===== src/rtl/csort_pkg.sv =====
// Shared types and codes for the conveyor metal sort controller.
`timescale 1ns / 1ps

package csort_pkg;

  localparam int unsigned HeightW = 12;

  // Configuration register indexes.
  localparam logic [1:0] CFG_EMPTY_LEVEL = 2'd0;
  localparam logic [1:0] CFG_HEIGHT_TOL  = 2'd1;

  typedef enum logic [3:0] {
    ST_START     = 4'd0,
    ST_STANDBY   = 4'd1,
    ST_READY     = 4'd2,
    ST_TRANSPORT = 4'd3,
    ST_MEASURE   = 4'd4,
    ST_OK        = 4'd5,
    ST_END       = 4'd6,
    ST_BAD       = 4'd7,
    ST_BACK      = 4'd8,
    ST_ERROR     = 4'd9
  } state_t;

  typedef enum logic [1:0] {
    DRV_STOP  = 2'd0,
    DRV_SLOW  = 2'd1,
    DRV_RIGHT = 2'd2,
    DRV_LEFT  = 2'd3
  } drive_t;

  // One sensor snapshot as captured by the input register.
  typedef struct packed {
    logic               start_released;
    logic               item_at_entry;
    logic               item_at_height_sensor;
    logic               item_at_metal_sensor;
    logic               item_at_exit;
    logic [HeightW-1:0] height_sample;
    logic               part_accepted;
    logic               emergency_active;
    logic               second_parity;
  } sample_t;

  // Height comparison results used by the state logic.
  typedef struct packed {
    logic above_tol;
    logic below_tol;
  } height_flags_t;

  // Held actuator and indicator outputs.
  typedef struct packed {
    drive_t drive;
    logic   green;
    logic   yellow;
    logic   red;
    logic   led_start;
    logic   led_q1;
    logic   led_q2;
    logic   led_reset;
    logic   junction;
  } held_t;

endpackage


===== src/rtl/csort_fsm.sv =====
// Next-state logic of the sorting sequence, including the height deviation checks.
`timescale 1ns / 1ps

module csort_fsm (
  input  csort_pkg::state_t                 state,
  input  csort_pkg::sample_t                smp,
  input  logic [csort_pkg::HeightW-1:0]     empty_level,
  input  logic [csort_pkg::HeightW-1:0]     height_tolerance,
  output csort_pkg::state_t                 state_next
);

  logic [csort_pkg::HeightW-1:0] dev;
  csort_pkg::height_flags_t      flags;

  always_comb begin
    if (smp.height_sample >= empty_level) begin
      dev = smp.height_sample - empty_level;
    end else begin
      dev = empty_level - smp.height_sample;
    end
    flags.above_tol = dev > height_tolerance;
    flags.below_tol = dev < height_tolerance;
  end

  // Later checks override earlier ones; error is last.
  always_comb begin
    state_next = state;
    unique case (state)
      csort_pkg::ST_START: begin
        state_next = csort_pkg::ST_STANDBY;
      end
      csort_pkg::ST_STANDBY: begin
        if (smp.start_released) state_next = csort_pkg::ST_READY;
      end
      csort_pkg::ST_READY: begin
        if (smp.start_released) state_next = csort_pkg::ST_STANDBY;
        if (smp.item_at_entry && !smp.item_at_exit) state_next = csort_pkg::ST_TRANSPORT;
        if (smp.item_at_height_sensor || smp.item_at_metal_sensor)
          state_next = csort_pkg::ST_ERROR;
      end
      csort_pkg::ST_TRANSPORT: begin
        if (flags.above_tol) state_next = csort_pkg::ST_MEASURE;
        if (smp.item_at_exit || smp.item_at_metal_sensor) state_next = csort_pkg::ST_ERROR;
      end
      csort_pkg::ST_MEASURE: begin
        if (flags.below_tol)
          state_next = smp.part_accepted ? csort_pkg::ST_OK : csort_pkg::ST_BAD;
        if (smp.item_at_exit || smp.item_at_metal_sensor) state_next = csort_pkg::ST_ERROR;
      end
      csort_pkg::ST_OK: begin
        if (smp.item_at_exit) state_next = csort_pkg::ST_END;
        if (smp.item_at_entry) state_next = csort_pkg::ST_ERROR;
      end
      csort_pkg::ST_END: begin
        if (smp.start_released) state_next = csort_pkg::ST_STANDBY;
        if (!smp.item_at_exit) state_next = csort_pkg::ST_READY;
        if (smp.item_at_metal_sensor || smp.item_at_height_sensor)
          state_next = csort_pkg::ST_ERROR;
      end
      csort_pkg::ST_BAD: begin
        if (smp.item_at_entry) state_next = csort_pkg::ST_BACK;
        if (smp.item_at_exit || smp.item_at_metal_sensor) state_next = csort_pkg::ST_ERROR;
      end
      csort_pkg::ST_BACK: begin
        if (smp.start_released) state_next = csort_pkg::ST_STANDBY;
        if (!smp.item_at_entry) state_next = csort_pkg::ST_READY;
        if (smp.item_at_exit || smp.item_at_height_sensor || smp.item_at_metal_sensor)
          state_next = csort_pkg::ST_ERROR;
      end
      csort_pkg::ST_ERROR: begin
        if (smp.start_released) state_next = csort_pkg::ST_STANDBY;
      end
      default: begin
        state_next = csort_pkg::ST_START;
      end
    endcase
  end

endmodule


===== src/rtl/csort_out.sv =====
// Output update: drive, lamps, LEDs and junction from the new state.
`timescale 1ns / 1ps

module csort_out (
  input  csort_pkg::state_t state_next,
  input  logic              emergency,
  input  logic              blink,
  input  csort_pkg::held_t  held,
  output csort_pkg::held_t  held_next
);

  always_comb begin
    held_next = held;
    if (emergency) begin
      // Machine keeps stepping; actuators safe, red blinks, LEDs untouched.
      held_next.drive    = csort_pkg::DRV_STOP;
      held_next.green    = 1'b0;
      held_next.yellow   = 1'b0;
      held_next.red      = blink;
      held_next.junction = 1'b0;
    end else begin
      case (state_next) inside
        csort_pkg::ST_START, csort_pkg::ST_STANDBY: begin
          held_next.drive     = csort_pkg::DRV_STOP;
          held_next.green     = 1'b0;
          held_next.yellow    = 1'b0;
          held_next.red       = 1'b0;
          held_next.led_start = 1'b1;
          held_next.led_q1    = 1'b0;
          held_next.led_q2    = 1'b0;
          held_next.led_reset = 1'b0;
        end
        csort_pkg::ST_READY: begin
          held_next.drive     = csort_pkg::DRV_STOP;
          held_next.green     = 1'b1;
          held_next.yellow    = 1'b0;
          held_next.red       = 1'b0;
          held_next.led_start = 1'b1;
        end
        csort_pkg::ST_TRANSPORT: begin
          held_next.drive     = csort_pkg::DRV_SLOW;
          held_next.green     = 1'b1;
          held_next.yellow    = 1'b0;
          held_next.red       = 1'b0;
          held_next.led_start = 1'b0;
        end
        csort_pkg::ST_MEASURE: begin
          held_next.drive  = csort_pkg::DRV_SLOW;
          held_next.green  = 1'b1;
          held_next.yellow = 1'b0;
          held_next.red    = 1'b0;
        end
        csort_pkg::ST_OK: begin
          held_next.drive     = csort_pkg::DRV_RIGHT;
          held_next.green     = 1'b1;
          held_next.yellow    = 1'b0;
          held_next.red       = 1'b0;
          held_next.led_start = 1'b0;
          held_next.junction  = 1'b1;
        end
        csort_pkg::ST_END: begin
          held_next.drive     = csort_pkg::DRV_STOP;
          held_next.green     = blink;
          held_next.yellow    = 1'b0;
          held_next.red       = 1'b0;
          held_next.junction  = 1'b0;
          held_next.led_start = 1'b1;
        end
        csort_pkg::ST_BAD: begin
          held_next.drive  = csort_pkg::DRV_LEFT;
          held_next.green  = 1'b0;
          held_next.yellow = 1'b1;
          held_next.red    = 1'b0;
        end
        csort_pkg::ST_BACK: begin
          held_next.drive     = csort_pkg::DRV_STOP;
          held_next.green     = 1'b0;
          held_next.yellow    = blink;
          held_next.red       = 1'b0;
          held_next.led_start = 1'b1;
        end
        default: begin
          // error
          held_next.drive     = csort_pkg::DRV_STOP;
          held_next.green     = 1'b0;
          held_next.yellow    = 1'b0;
          held_next.red       = blink;
          held_next.led_start = 1'b1;
          held_next.junction  = 1'b0;
        end
      endcase
    end
  end

endmodule


===== src/rtl/conveyor_metal_sort_controller.sv =====
// Top level of the conveyor metal sort controller: handshakes, registers, config.
`timescale 1ns / 1ps

// Conveyor metal sort controller. Every input beat is one control tick: a
// snapshot of the belt sensors, the start-release pulse, the emergency button,
// a height sample, the metal verdict and the seconds parity bit. Each tick
// yields exactly one output beat carrying the held drive mode, lamps, LEDs,
// junction and the new state code (0 start .. 9 error). A beat lands in the
// input register, the combinational next-state and output logic runs from it,
// and the result register doubles as the held-output state. A beat passes
// through the input register and then the result register; throughput is one
// beat per cycle while the output side does not stall. in_stall rises only
// when both registers are full and the output side stalls. Belt height and
// height tolerance are written through the cfg port (index 0 and 1); the user
// must write them only while the block is idle, which the block itself does not
// enforce. Reset values are 3600 and 100. Other indexes are ignored. A height
// deviation exactly equal to the tolerance neither starts nor ends a
// measurement. Emergency stops the drive, closes the junction, blanks green
// and yellow and blinks red with second_parity; the machine keeps stepping.

module conveyor_metal_sort_controller (
  input  logic        clk,
  input  logic        rst,

  input  logic        in_valid,
  output logic        in_stall,
  input  logic        start_released,
  input  logic        item_at_entry,
  input  logic        item_at_height_sensor,
  input  logic        item_at_metal_sensor,
  input  logic        item_at_exit,
  input  logic [11:0] height_sample,
  input  logic        part_accepted,
  input  logic        emergency_active,
  input  logic        second_parity,

  output logic        out_valid,
  input  logic        out_stall,
  output logic [1:0]  drive_mode,
  output logic        light_green,
  output logic        light_yellow,
  output logic        light_red,
  output logic        led_start,
  output logic        led_q1,
  output logic        led_q2,
  output logic        led_reset,
  output logic        junction_open,
  output logic [3:0]  state_code,

  input  logic        cfg_valid,
  output logic        cfg_ready,
  input  logic [1:0]  cfg_index,
  input  logic [11:0] cfg_data
);

  localparam logic [11:0] EMPTY_LEVEL_RST = 12'd3600;
  localparam logic [11:0] HEIGHT_TOL_RST  = 12'd100;

  csort_pkg::sample_t       smp;
  logic                     smp_valid;
  csort_pkg::state_t        state;
  csort_pkg::state_t        state_next;
  csort_pkg::held_t         held;
  csort_pkg::held_t         held_next;
  logic [11:0]              empty_level;
  logic [11:0]              height_tolerance;
  logic                     advance;
  logic                     in_take;
  logic                     cfg_take;

  // A sample is held and the result slot is free or being drained this cycle.
  assign advance  = smp_valid && (!out_valid || !out_stall);
  assign in_stall = smp_valid && !advance;
  assign in_take  = in_valid && !in_stall;

  assign cfg_ready = 1'b1;
  assign cfg_take  = cfg_valid && cfg_ready;

  csort_fsm u_fsm (
    .state            (state),
    .smp              (smp),
    .empty_level      (empty_level),
    .height_tolerance (height_tolerance),
    .state_next       (state_next)
  );

  csort_out u_out (
    .state_next (state_next),
    .emergency  (smp.emergency_active),
    .blink      (smp.second_parity),
    .held       (held),
    .held_next  (held_next)
  );

  // Input payload register; no reset needed.
  always_ff @(posedge clk) begin
    if (in_take) begin
      smp.start_released        <= start_released;
      smp.item_at_entry         <= item_at_entry;
      smp.item_at_height_sensor <= item_at_height_sensor;
      smp.item_at_metal_sensor  <= item_at_metal_sensor;
      smp.item_at_exit          <= item_at_exit;
      smp.height_sample         <= height_sample;
      smp.part_accepted         <= part_accepted;
      smp.emergency_active      <= emergency_active;
      smp.second_parity         <= second_parity;
    end
  end

  // Control, machine state, held outputs and config registers.
  always_ff @(posedge clk) begin
    if (rst) begin
      smp_valid        <= 1'b0;
      out_valid        <= 1'b0;
      state            <= csort_pkg::ST_START;
      held             <= '0;
      empty_level      <= EMPTY_LEVEL_RST;
      height_tolerance <= HEIGHT_TOL_RST;
    end else begin
      if (in_take) begin
        smp_valid <= 1'b1;
      end else if (advance) begin
        smp_valid <= 1'b0;
      end

      if (advance) begin
        out_valid <= 1'b1;
        state     <= state_next;
        held      <= held_next;
      end else if (out_valid && !out_stall) begin
        out_valid <= 1'b0;
      end

      if (cfg_take) begin
        unique case (cfg_index)
          csort_pkg::CFG_EMPTY_LEVEL: empty_level      <= cfg_data;
          csort_pkg::CFG_HEIGHT_TOL:  height_tolerance <= cfg_data;
          default: ;
        endcase
      end
    end
  end

  assign drive_mode    = held.drive;
  assign light_green   = held.green;
  assign light_yellow  = held.yellow;
  assign light_red     = held.red;
  assign led_start     = held.led_start;
  assign led_q1        = held.led_q1;
  assign led_q2        = held.led_q2;
  assign led_reset     = held.led_reset;
  assign junction_open = held.junction;
  assign state_code    = state;

endmodule


===== config.mk =====
export PLATFORM = sky130hd
export DESIGN_NAME = conveyor_metal_sort_controller
export DESIGN_NICKNAME = d
export VERILOG_FILES = /design/src/rtl/csort_pkg.sv /design/src/rtl/csort_fsm.sv /design/src/rtl/csort_out.sv /design/src/rtl/conveyor_metal_sort_controller.sv
export SDC_FILE = /design/constraint.sdc
export NUM_CORES = 1
export LEC_CHECK = 0
export BUFFER_PORTS_ARGS = -buffer_cell sky130_fd_sc_hd__buf_2
export CORE_MARGIN = 3
export CORE_UTILIZATION = 55
export CTS_BUF_LIST = sky130_fd_sc_hd__clkbuf_4
export CTS_CLUSTER_SIZE = 10
export DETAILED_ROUTE_END_ITERATION = 10
export GPL_ROUTABILITY_DRIVEN = 0
export PLACE_DENSITY = 0.77
export REMOVE_ABC_BUFFERS = 1
export SLEW_MARGIN = 20
export SYNTH_ARGS = -nofsm -noshare
export SYNTH_HDL_FRONTEND = slang
export SYNTH_SLANG_ARGS = --single-unit

===== constraint.sdc =====
create_clock -name clk -period 4.8 [get_ports clk]
set_input_delay 0.24 -clock clk [delete_from_list [all_inputs] [get_ports clk]]
set_output_delay 0.24 -clock clk [all_outputs]
set_load 0.02 [all_outputs]

==> results of run 1 <==
==> layout make-up <==
type                       count  area [µm²]
clock inverter                 6        58.8
timing repair buffer          81         534
clock buffer                  10        75.1
sequential                    57        1340
multi-input combinational    342        2380
inverter                      44         165
tap                           96         120
fill                         565        2200
==> worst max-delay path, cell delays in order (launching register included) <==
cell and delay, ns:
edfxtp_1 0.39, inv_1 0.07, ha_1 0.13, inv_1 0.06, fa_2 0.37, a211oi_2 0.29, o21ai_2 0.12, a21oi_2 0.22
a211oi_4 0.09, buf_6 0.18, o31a_1 0.29, xor2_1 0.15, ha_1 0.32, nand4_1 0.18, or4_4 0.53, a31o_1 0.26
nand4b_4 0.12, o2bb2ai_2 0.11, o41a_1 0.42, a311oi_2 0.24
==> per-stage QoR <==
| stage | TNS (ns) | cells | instance area (µm²) | power, W | util |
|---|---|---|---|---|---|
| 6_report | 0 | 636 | 4670 | 0.00124 | 0.680 |
| 5_1_grt | -0.0316 | 636 | 4670 | 0.00132 | 0.680 |
| 3_5_place_dp | 0 | 598 | 4260 | 0.000868 | 0.620 |
| 2_1_floorplan | -4.08 | 443 | 3810 | 0.000777 | - |
| 4_1_cts | 0 | 634 | 4600 | 0.00123 | 0.669 |
| 3_3_place_gp | 0 | 598 | 4260 | 0.000860 | 0.620 |
==> worst paths after layout <==
path / depth (start not counted) / from / endpoint
setup / recovery: 19 / smp[3]$_DFFE_PP_ / junction_open$_SDFFE_PP0P_
hold / removal: 2 / cfg_data[6] / height_tolerance[6]$_SDFFE_PP1P_
setup reg to reg: 19 / smp[3]$_DFFE_PP_ / junction_open$_SDFFE_PP0P_
hold reg to reg: 2 / height_tolerance[4]$_SDFFE_PP0P_ / height_tolerance[4]$_SDFFE_PP0P_
==> state kept, by name, summed over array words and instances, names as in the netlist <==
name              count
smp                  20
height_tolerance     12
light_green           1
empty_level          12
drive_mode            2
led_start             1
light_yellow          1
smp_valid             1
out_valid             1
junction_open         1
state_code            4
light_red             1
==> repair_timing <==
item,in CTS,in global routing
hold buffers,20,0
hold endpoints to repair,20,0
endpoints found under the setup margin,0,9
resized for setup,0,16
buffers inserted,0,2
==> kinds of logic after synthesis <==
logic type,count (synthesis),share of synthesized area
AO/OA/AOI/OAI,125,0.210
XOR/XNOR,10,0.0222
adder cells (fa/ha/maj),37,0.121
buffers and inverters,73,0.0762
flip-flops,57,0.340
multiplexers,7,0.0187
other,2,0.00191
AND/OR/NAND/NOR,159,0.210
==> cells in the final DEF, fill, tap and decap left out, types with 10 or more instances in the layout <==
master	n
inv_1	44
o21ai_0	18
buf_2	51
edfxtp_1	20
nor2_1	37
clkbuf_4	10
nand2_1	52
a211o_1	10
dlygate4sd3_1	20
ha_1	34
a21oi_1	39
dfxtp_1	37
==> routing by layer <==
metal / wire length, µm / share of wire
met4: 191 / 0.021
met3: 376 / 0.041
met5: 0 / 0
met1: 4370 / 0.47
met2: 4320 / 0.47
==> power by group <==
part / internal (W) / switching, W
registers: 0.000524 / 0.0000250
clock network: 0.000161 / 0.000190
logic: 0.000150 / 0.000189
total: 0.000834 / 0.000404
==> synth_stat cells (all sizes together) (3+ instances only) <==
cell and n:
a211o 10, a211oi 12, a21boi 3, a21o 4
a21oi 40, a31oi 5, and2 5, and3 4
buf 11, clkbuf 18, dfxtp 37, edfxtp 20
ha 35, inv 44, mux2 3, mux2i 4
nand2 52, nand2b 5, nand3 7, nand3b 6
nand4 6, nor2 38, nor2b 6, nor3 5
nor3b 4, nor4 4, nor4b 3, o211ai 7
o21ai 20, or3b 4, xnor2 3, xor2 7
==> impl_metrics.toml, run 1 <==
[die]
io_pins = 56
die_width_um = 90.7
start_util = 0.574
core_um2 = 6870
fp.dieArea_um2 = 8220
std_cell_rows = 30
die-height_um = 90.7

[yosys]
synthCells = 470
syn_area_per_cell_um2 = 8.39
ys_types = 64
ys_ff_latch = 57
yosys-top-cells-area = "dfxtp_1, edfxtp_1, ha_1"
synth_edf_count = 20
ys_seq_area_frac = 0.340
ys_dominant_reg_cell = "dfxtp_1"
yosys_warnings = 0
synth_area_um2 = 3940
yosysTopAreaCell = "dfxtp_1"
async_flop_share = 0
yosysTopAreaCellShare = 0.188

[power]
p_leak_nw = 1.93
p_per_area_nw_per_um2 = 265
irDropWorstVdd_uv = 163

[sta]
whs_ns = 0.0288
slew_viol_final = 0
skew_ns = 0.0168
worst_slack_ns = 0.190
fin_crit_sh = 0.961
worst_slew_pin_slew_ns = 0.745
fmax_ghz = 0.217
fin_crit_ns = 4.61
setup_viol = 0
slew_headroom = 0.503
timing.final.hold_violations = 0

[drt]
routed_wl_um = 9250
first_pass_iters = 4
via_per_inst = 5.56
route.vias.total = 3535
drtAntennaViolNets = 0
drtIter0Drc = 115
drc = 0
wl_per_cell_um = 14.5

[worst_setup_path]
required_ns = 5.14
path_class = "reg -> reg"
regToRegSetupSlack_ns = 0.19
path_max_fanout = 10
cp-start-kind = "flop"
arrival_ns = 4.96
critPathCaptureType = "flop"

[clock_tree]
clock_sinks = 57
cts_max_level = 3
clk_pin_slew_ns = 0.11
clk_path_buf_depth = 2
cts_tree = "done"
numCtsBuffers = 9
clock_latency_ns = 0.42
clockRootBuffer = "clkbuf_4"

[global_route]
grt_remaining_overflow = 0
use_met3 = 0.0617
grt_usage = 0.230
gr-usage-met1 = 0.293
use_met2 = 0.374
busiest_layer = "met2"
antenna_found_initial = 0
grt_pass1_wl_um = 15400
grt_pass1_vias = 3377
grt_max_degree = 40

[cells_and_area]
fin_nets = 611
n_antenna_cell = 0
layout-drive-gt1-share = 0.189
syn_to_final_growth_pct = 18.6

[placed_design]
hpwl_um = 6620
io_buffers = 51
place_ws_ns = 0.0763

[outcome]
status = "complete, no violations"

[flow_run]
maxCapViolCount = 0

[worst_hold_path]
min_path_type = "in -> reg"
Power figures use the tool's default switching activity.
==> run 2, diff against run 1 <==
PLACE_DENSITY = 0.76   (was 0.77)
SYNTH_HIERARCHICAL = 1   (was unset)
==> impl_metrics.toml, run 2 <==
[clock_tree]
clockRootBuffer = "clkbuf_4"
clk_pin_slew_ns = 0.12
cts_tree = "done"
numCtsBuffers = 9
clk_path_buf_depth = 2
cts_max_level = 3
clock_latency_ns = 0.44
clock_sinks = 60

[cells_and_area]
final_util = 0.712
n_antenna_cell = 0
reg_top3 = "smp x20, empty_level x12, height_tolerance x12"
n_fill_cell = 589
layout-drive-gt1-share = 0.245
final_common_cell = "nand2b_1"
syn_to_final_growth_pct = 24.4
fin_nets = 655
final_cells = 686
regMostFlops = "smp"
largest_reg_flops = 20
layout_common_cells = "nand2b_1, buf_2, inv_1, mux2i_1, dfxtp_1"

[worst_setup_path]
cp.buffers_inverters = 5
critPathMaxStageDelay_ns = 0.42
crit_slowest_cell = "or3b_4"
crit_top_cell = "nand2b_1"
cp-start-kind = "flop"
path_class = "reg -> reg"
arrival_ns = 4.93
critPathTopFamily = "compound AO/OA/AOI/OAI gates"
path_max_fanout = 7
critPathCaptureType = "flop"
required_ns = 5.10

[yosys]
ys_dominant_reg_cell = "dfxtp_1"
ys_ff_latch = 60
yosys_warnings = 6
ys_seq_area_frac = 0.315
synth_area_um2 = 4450
yosysTopAreaCell = "dfxtp_1"
synthCells = 495
synth_edf_count = 20
yosysTopAreaCellShare = 0.180
yosys-top-cells-area = "dfxtp_1, edfxtp_1, mux2i_1"
yosysMostFrequentCell = "nand2b_1"
synth_common_cells = "nand2b_1, inv_1, mux2i_1"
async_flop_share = 0
ys_types = 67
syn_area_per_cell_um2 = 8.98

[power]
irDropWorstVdd_uv = 172
power.internal_w = 0.000939
p_comb_frac = 0.276
sw_frac_of_total = 0.313
p_leak_nw = 2.35
power_frac_seq = 0.415
clkPwrFrac = 0.310
p_per_area_nw_per_um2 = 247
power_switching_w = 0.000427

[sta]
timing.final.hold_violations = 0
slew_headroom = 0.339
fmax_ghz = 0.216
worst_slew_pin_slew_ns = 0.991
worst_slack_ns = 0.165
fin_crit_sh = 0.966
rsz0062_at_grt = "true"
slew_viol_final = 0
skew_ns = 0.0198
setup_viol = 0
fin_crit_ns = 4.64

[drt]
drtAntennaViolNets = 0
route.vias.total = 3991
routed_wl_um = 11300
drtIter0Drc = 235
drc = 0
first_pass_iters = 5
wl_per_cell_um = 16.5
via_per_inst = 5.82

[outcome]
status = "complete, no violations"

[placed_design]
io_buffers = 54
hpwl_um = 7390
place_ws_ns = 0.00939
dp_cells = 633

[global_route]
grt_remaining_overflow = 0
grt_pass1_vias = 3693
grt_usage = 0.238
grt_pass1_wl_um = 17200
grt_max_degree = 74
antenna_found_initial = 0

[die]
die_width_um = 95.9
die-height_um = 95.9
start_util = 0.572
fp.dieArea_um2 = 9200
std_cell_rows = 32
core_um2 = 7770
io_pins = 56

[worst_hold_path]
min_path_type = "in -> reg"

[flow_run]
maxCapViolCount = 0
-- run 2: changes by cell type after synthesis, sizes merged, moves of 5 or more --
cell,delta
a21oi,-14
clkbuf,-7
nand2b,+61
a21o,+6
buf,+8
a211o,-10
o21ai,-5
mux2i,+40
nand2,-38
-- run 2: layout make-up --
type,count,area [µm²],share of cell area
multi-input combinational,359,2930,0.530
sequential,60,1400,0.253
timing repair buffer,103,732,0.132
inverter,46,173,0.0312
tap,102,128,0.0231
clock inverter,7,100,0.0181
clock buffer,9,67.6,0.0122
-- run 2: logic make-up after synthesis --
logic type               Yosys count  share of synthesized area
flip-flops                        60                      0.315
adder cells (fa/ha/maj)           37                      0.107
AND/OR/NAND/NOR                  164                      0.208
other                              1                   0.000843
multiplexers                      45                      0.102
buffers and inverters             76                     0.0791
AO/OA/AOI/OAI                    103                      0.170
XOR/XNOR                           9                     0.0177
-- run 2: final timing paths --
kind | endpoint | cells past startpoint | slack [ns] | from
worst max register to register | light_red$_SDFFE_PP0P_ | 25 | 0.16 | smp[3]$_DFFE_PP_
worst min-delay path | smp_valid$_SDFFE_PP0P_ | 3 | 0.06 | in_valid
worst max-delay path | light_red$_SDFFE_PP0P_ | 25 | 0.16 | smp[3]$_DFFE_PP_
worst min register to register | height_tolerance[9]$_SDFFE_PP0P_ | 2 | 0.48 | height_tolerance[9]$_SDFFE_PP0P_
-- run 2: power by group through the flow --
stage / logic (W) / clock network (W) / registers, W
3_5_place_dp: 0.000282 / 0 / 0.000577
5_1_grt: 0.000406 / 0.000452 / 0.000570
4_1_cts: 0.000300 / 0.000430 / 0.000566
3_3_place_gp: 0.000273 / 0 / 0.000576
2_1_floorplan: 0.000193 / 0 / 0.000575
6_report: 0.000377 / 0.000423 / 0.000566
-- run 2: through the flow --
| step | instance area, µm² | hold slack [ns] | total power (W) | setup TNS, ns |
|---|---|---|---|---|
| 6_report | 5530 | 0.0649 | 0.00137 | 0 |
| 5_1_grt | 5530 | 0.0653 | 0.00143 | -0.326 |
| 4_1_cts | 5140 | 0.0570 | 0.00130 | 0 |
| 3_5_place_dp | 4770 | 0.418 | 0.000859 | 0 |
| 3_3_place_gp | 4770 | 0.416 | 0.000849 | 0 |
| 2_1_floorplan | 4270 | 0.309 | 0.000768 | 0 |
-- run 2: worst reg2reg max path, stage by stage (launching register included) --
cell and delay, ns:
edfxtp_1 0.40, inv_1 0.08, ha_2 0.17, inv_2 0.04
fa_2 0.41, nand3_4 0.10, a31oi_4 0.12, buf_4 0.17
o41ai_4 0.34, nand2b_1 0.11, o211ai_1 0.17, o21ai_1 0.09
ha_1 0.34, nand4_1 0.13, or3b_4 0.43, o22ai_4 0.13
a211oi_4 0.07, o21ai_2 0.17, o221ai_2 0.12, buf_6 0.17
buf_12 0.12, nor3_4 0.19, nor2b_1 0.08, o21a_1 0.17
nand2b_1 0.08, mux2i_1 0.09
-- run 2: what timing repair did --
| item | in CTS | in global routing |
|---|---|---|
| setup buffers | 0 | 16 |
| hold buffers | 20 | 0 |
| cloned | 0 | 1 |
| hold endpoints to repair | 20 | 0 |
| endpoints found under the setup margin | 4 | 10 |
| pin swaps | 0 | 21 |
| resized for setup | 1 | 47 |
-- run 2: metal layers --
layer	track usage	vias to the layer above	wire length [µm]
li1	-	1908	-
met1	0.305	1894	4860
met2	0.396	162	5620
met3	0.0547	27	639
met4	0.0794	0	230
met5	0	-	0
